`src/sv/ppt_pkg.sv`:
```
package ppt_pkg;

    localparam int ID_W    = 64;
    localparam int TIME_W  = 64;
    localparam int CFG_W   = 32;
    localparam int CFG_IDX_W = 1;
    localparam int SLOT_W  = 3;
    localparam int IN_DATA_W  = 2 * ID_W + TIME_W;
    localparam int OUT_DATA_W = 8;

    typedef enum logic [0:0] {
        KIND_REGISTER = 1'b0,
        KIND_QUERY    = 1'b1
    } kind_t;

    typedef enum logic [CFG_IDX_W-1:0] {
        REG_ALIVE_TIME  = 1'b0,
        REG_APPEAR_TIME = 1'b1
    } cfg_reg_t;

    // Search token handed from cell to cell
    typedef struct packed {
        kind_t             kind;
        logic [ID_W-1:0]   id_high;
        logic [ID_W-1:0]   id_low;
        logic [TIME_W-1:0] now;
        logic              found;
        logic              have_empty;
        logic [TIME_W-1:0] best_age;
        logic [TIME_W-1:0] match_age;
    } token_t;

    // Write-back command broadcast to all cells
    typedef struct packed {
        logic              en;
        logic              set_id;
        logic [ID_W-1:0]   id_high;
        logic [ID_W-1:0]   id_low;
        logic [TIME_W-1:0] now;
    } wb_t;

endpackage

```
`src/sv/ppt_cell.sv`:
```
module ppt_cell #(
    parameter int IDX_W    = 3,
    parameter int CELL_IDX = 0
) (
    input  logic                clk,
    input  logic                rst_n,
    input  logic                in_valid,
    input  ppt_pkg::token_t     in_tok,
    input  logic [IDX_W-1:0]    in_match_idx,
    input  logic [IDX_W-1:0]    in_pick_idx,
    output logic                out_valid,
    output ppt_pkg::token_t     out_tok,
    output logic [IDX_W-1:0]    out_match_idx,
    output logic [IDX_W-1:0]    out_pick_idx,
    input  ppt_pkg::wb_t        wb,
    input  logic [IDX_W-1:0]    wb_idx
);

    localparam logic [IDX_W-1:0] MY_IDX = IDX_W'(CELL_IDX);

    logic [ppt_pkg::ID_W-1:0]   id_high_reg, id_high_next;
    logic [ppt_pkg::ID_W-1:0]   id_low_reg, id_low_next;
    logic [ppt_pkg::TIME_W-1:0] seen_reg, seen_next;

    logic                       valid_reg;
    ppt_pkg::token_t            tok_reg, tok_next;
    logic [IDX_W-1:0]           match_idx_reg, match_idx_next;
    logic [IDX_W-1:0]           pick_idx_reg, pick_idx_next;

    logic                       id_eq;
    logic                       is_empty;
    logic [ppt_pkg::TIME_W-1:0] age;
    logic                       wb_here;

    assign id_eq    = (id_high_reg == in_tok.id_high) && (id_low_reg == in_tok.id_low);
    assign is_empty = (id_high_reg == '0) && (id_low_reg == '0);
    assign age      = in_tok.now - seen_reg;
    assign wb_here  = wb.en && (wb_idx == MY_IDX);

    // Fold this cell into the running search
    always_comb
    begin
        tok_next       = in_tok;
        match_idx_next = in_match_idx;
        pick_idx_next  = in_pick_idx;
        if (!in_tok.found && id_eq)
        begin
            tok_next.found     = 1'b1;
            tok_next.match_age = age;
            match_idx_next     = MY_IDX;
        end
        if (is_empty)
        begin
            tok_next.have_empty = 1'b1;
            pick_idx_next       = MY_IDX;
        end
        else if (!in_tok.have_empty && (age > in_tok.best_age))
        begin
            tok_next.best_age = age;
            pick_idx_next     = MY_IDX;
        end
    end

    always_comb
    begin
        id_high_next = id_high_reg;
        id_low_next  = id_low_reg;
        seen_next    = seen_reg;
        if (wb_here)
        begin
            seen_next = wb.now;
            if (wb.set_id)
            begin
                id_high_next = wb.id_high;
                id_low_next  = wb.id_low;
            end
        end
    end

    always_ff @(posedge clk or negedge rst_n)
    begin
        if (!rst_n)
        begin
            id_high_reg <= '0;
            id_low_reg  <= '0;
            valid_reg   <= 1'b0;
        end
        else
        begin
            id_high_reg <= id_high_next;
            id_low_reg  <= id_low_next;
            valid_reg   <= in_valid;
        end
    end

    always_ff @(posedge clk)
    begin
        seen_reg      <= seen_next;
        tok_reg       <= tok_next;
        match_idx_reg <= match_idx_next;
        pick_idx_reg  <= pick_idx_next;
    end

    assign out_valid     = valid_reg;
    assign out_tok       = tok_reg;
    assign out_match_idx = match_idx_reg;
    assign out_pick_idx  = pick_idx_reg;

endmodule

```
`config.mk`:
```
export PLATFORM = sky130hd
export DESIGN_NAME = ppt_cell
export DESIGN_NICKNAME = d
export VERILOG_FILES = /design/src/sv/ppt_pkg.sv /design/src/sv/ppt_cell.sv
export SDC_FILE = /design/constraint.sdc
export NUM_CORES = 1
export LEC_CHECK = 0
export BUFFER_PORTS_ARGS = -buffer_cell sky130_fd_sc_hd__buf_2
export CORE_AREA = 2 2 337 339
export CTS_CLUSTER_DIAMETER = 60
export CTS_CLUSTER_SIZE = 10
export DETAILED_ROUTE_END_ITERATION = 12
export DIE_AREA = 0 0 339 341
export GPL_ROUTABILITY_DRIVEN = 0
export HOLD_SLACK_MARGIN = 0.02
export PLACE_DENSITY = 0.44
export SETUP_SLACK_MARGIN = 0.02
export SKIP_CTS_REPAIR_TIMING = 1
export SLEW_MARGIN = 20
export SYNTH_ARGS = -nofsm -noshare
export SYNTH_HDL_FRONTEND = slang
export SYNTH_SLANG_ARGS = --single-unit
```
`constraint.sdc`:
```
create_clock -name clk -period 6.65 [get_ports clk]
set_input_delay 0.3325 -clock clk [delete_from_list [all_inputs] [get_ports clk]]
set_output_delay 0.3325 -clock clk [all_outputs]
set_load 0.01 [all_outputs]
```
# Word-level counts from Yosys, hierarchy flattened
# Index checks and enable logic that the tools add are counted.
classes:
  n_reduce_logical: 12
  muxes: 3
  eq_ne: 2
  n_lt_le_gt_ge: 1
  n_addsub: 1
op_table:
  columns: ["operator", "n"]
  rows:
  - ["$mux W64", 3]
  - ["$eq A64 B64 Y1", 2]
  - ["$logic_not A64 Y1", 2]
  - ["$gt A64 B64 Y1", 1]
  - ["$sub A64 B64 Y64", 1]
  - ["$logic_and A1 B1 Y1", 5]
  - ["$logic_not A3 Y1", 1]
  - ["$logic_not A1 Y1", 2]
  - ["$reduce_and A2 Y1", 1]
  - ["$reduce_or A2 Y1", 1]
totals:
  word_cells: 33
  register_bits: 522
  out_inout_bits: 330

# Longest topological paths before layout
depth:
  depth_word: 5
  ltp_mapped: 24
  mapped_depth_nobuf: 22

# Least setup slack after synthesis
# OpenSTA, ideal clock, no wires.
synth_path:
  path_type: "input -> register"
  from: "input wb_idx[2]"
  to: "register id_high_reg[43] (netlist name)"
  required_time_ps: 6525
  stages: 5
  path_buffers: 2
  t_arrival_ps: 8413
  setup_slack_ps: -1888
  cell_sequence: "nor4b_1 nand2_1 clkbuf_1 clkbuf_1 mux2_2"
synth_between:
  elab_chain_len: 3
synth_rtl:
  columns: ["element", "line", "text"]
  rows:
  - ["start, declared", "ppt_cell.sv:16", "input logic [IDX_W-1:0] wb_idx"]
  - ["$logic_not A3 Y1", "ppt_cell.sv:38", "assign wb_here = wb.en && (wb_idx == MY_IDX);"]
  - ["$logic_and A1 B1 Y1", "ppt_cell.sv:38", null]
  - ["$reduce_and A2 Y1 (no source line)", null, null]
  - ["end signal, assigned", "ppt_cell.sv:90", "id_high_reg <= id_high_next;"]
  - ["end, declared", "ppt_cell.sv:21", "logic [ppt_pkg::ID_W-1:0] id_high_reg, id_high_next;"]
# No other way between the ends.
# A chain may end at the register's enable or synchronous reset.

==> metrics.md <==
| Metric | Value |
|---|---|
| Status | finished clean |
| Post-synth top area cell | dfxtp_1 |
| Unique masters post-synth | between 70 and 80 |
| Most common cell after layout, fill and taps aside | buf_2 |
| Largest net degree at the start of global routing | 75 |
| CTS tree | yes |
| GRT overflow | 0 |
| Final setup viols | 0 |
| Routed wire length | 118000 um |
| Pre-Repair DR Iteration Count | 5 |
| Worst slack, placed | slightly above 0.03 ns |
| Synth async-reset ratio | 0.247 |
| RSZ-0062 raised after global routing | no |
| Max Cap Violations | 0 |
| Synth Area per Inst | between 10 and 15 sq um |
| Clk sinks | about 520 |
| Max incr delay on CP | between 0.5 and 0.6 ns |
| Max Slew Vio Count | 0 |
| Yosys top cell area share | 0.293 |
| Initial antenna violation count | 26 |
| PortBufs | between 800 and 900 |
| WP data arrival | slightly below 7 ns |
| Synth area leaders | dfxtp_1 29%, dfrtp_1 14%, mux2_2 11%, edfxtp_1 8.6%, ha_1 7.1% |
| Layout Area Growth over Synthesis | 62.2% |
| Die W | ~340 um |
| First DRT Iteration DRCs | between 1000 and 1500 |
| Seq/Total Area, Yosys | 0.522 |
| Clock latency at the later pin of the worst-skew pair | about 0.65 ns |
| H-tree depth | 3 |
| Core area | 112000 sq um |
| Final Cycle Share | 0.948 |
| Share of cells above drive strength 1 | 0.354 |
| Post-layout util | 0.326 |
| Fin. Hold Viols | 0 |
| DR DRC count | 0 |
| Startpoint Class | input pin |
| Vias in the first global route | ~20000 |
| Slew Limit Headroom | 0.266 |
| # fillers | about 12000 |
| Routed vias/inst | 4.23 |
| Clk_skew | 0.0357 ns |
| Die Y-Extent | between 300 and 400 um |
| Syn nets | about 2700 |
| Total number of vias | 21300 |
| Final hold slack | 0.0132 ns |
| Syn Inst Count | between 2000 and 2500 |
| Final worst slack | roughly 0.35 ns |
| Synth Warn # | 0 |
| Antenna-violating nets left | 0 |
| Worst hold path class | in2reg |
| Worst setup path category | in2reg |
| CP Max Fanout | 46 |
| Initial cell density of the core | 0.201 |
| Root Driver | clkbuf_16 |
| Fmax | ~160 MHz |
| Final nets | about 4100 |
| First-pass GRT wire length | ~150000 um |
| Design Power | roughly 10 mW |
| Number of synthesized flops with an enable pin | 64 |
| Routed WL per cell | roughly 23 um |
| Die area | 116000 sq um |
| CP Capture Type | register |
| PwrDens | 276 nW/um^2 |
| Clock buffer count from CTS | 79 |
| Gr usage total | 0.191 |
| I/O pin cnt | 859 |
| Final Critical Period | ~6.3 ns |
| Post-Syn Area | approximately 22000 sq um |
| Hpwl dp | 96600 um |
| Rows | 123 |
| Clock slew at reported path FFs | approximately 0.060 ns |
| Leak pwr | about 17 nW |
| Synth Register Bits | roughly 520 |
| Tightest Pin Transition | ~1.1 ns |
| CP required | 7.17 ns |
| Placed Cells | ~4400 |
| Fin cells | 5039 |
| Peak supply drop | about 0.19 mV |
| Most frequent cells in the layout | 857 x buf_2, 515 x dlygate4sd3_1, 329 x dfxtp_1 |
| Max reg flops | about 320 |
| CTS Buffer Depth | 3 |
| Synth Flop Type | dfxtp_1 |
| Slowest stage cell, crit path | a311oi_2 |
power breakdown:
group,internal (mW),total [mW],switching (mW)
registers,3.55,3.89,0.343
clock network,2.43,4.10,1.66
logic,0.983,2.08,1.09
total,6.96,10.1,3.10
cell usage after synthesis (all sizes together) (3+ instances only):
cell type and n:
nor4 59, a211oi 10, dfrtp 129, a21oi 108, a221oi 11, inv 195, edfxtp 64, nor3 17
o22ai 17, a221o 4, nand3 22, mux2 215, and3 14, a311oi 3, or3 7, nor2b 10
a2111oi 5, nor4b 3, o21ai 54, o21a 7, buf 16, nand2b 10, a21boi 5, a21o 35
a31oi 10, o221ai 3, a22o 4, nand4 54, o211ai 9, nor2 63, o21bai 25, o41ai 4
nand2 159, xor2 72, dfxtp 329, o2bb2ai 7, and2 10, o31ai 4, clkbuf 41, ha 127
and4 4, xnor2 70
final cells by class:
class | instances | area (sq um) | share of cell area
tap | 1500 | 1880 | 0.0515
timing repair buffer | 1400 | 9670 | 0.265
clock buffer | 113 | 2250 | 0.0618
multi-input combinational | 1265 | 9830 | 0.270
inverter | 195 | 732 | 0.0201
clock inverter | 33 | 317 | 0.00869
antenna | 11 | 27.5 | 0.000755
sequential | 522 | 11700 | 0.322
routing by layer:
layer  track usage  wire [um]
met5             0         62
met1         0.220      47500
met3        0.0483       6780
met4        0.0447       2630
met2         0.351      60600
worst paths after layout:
| check | end | cells after the start | slack [ns] | start |
|---|---|---|---|---|
| setup / recovery | out_tok[113] | 25 | 0.35 | in_tok[130] |
| hold / removal | out_tok[121] | 3 | 0.01 | in_tok[121] |
| setup reg to reg | out_tok[113] | 22 | 0.37 | seen_reg[0] |
| hold reg to reg | id_high_reg[41] | 1 | 0.54 | id_high_reg[41] |
| max in group asynchronous | id_high_reg[34] | 3 | 4.96 | rst_n |
| min in group asynchronous | id_high_reg[48] | 2 | 0.28 | rst_n |
logic make-up after synthesis:
family	synth area share
flip-flops	0.522
AND/OR/NAND/NOR	0.0978
AO/OA/AOI/OAI	0.102
buffers and inverters	0.0430
multiplexers	0.108
XOR/XNOR	0.0554
adder cells (fa/ha/maj)	0.0716
through the flow:
stage | TNS (ns) | area (sq um)
2_1_floorplan | 0 | 22500
3_3_place_gp | -2.58 | 28700
3_5_place_dp | 0 | 28700
4_1_cts | 0 | 31300
5_1_grt | 0 | 36400
6_report | 0 | 36400
critical path, delay by kind of cell:
family                     cells  cell delay (ns)
muxes                          1             0.38
and+or+nand+nor                8             1.59
adders and majority gates      3             0.89
AOI/OAI and AO/OA              7             2.27
buffers and inverters          6             1.30
Note: power is estimated with default switching activity, not from simulation.
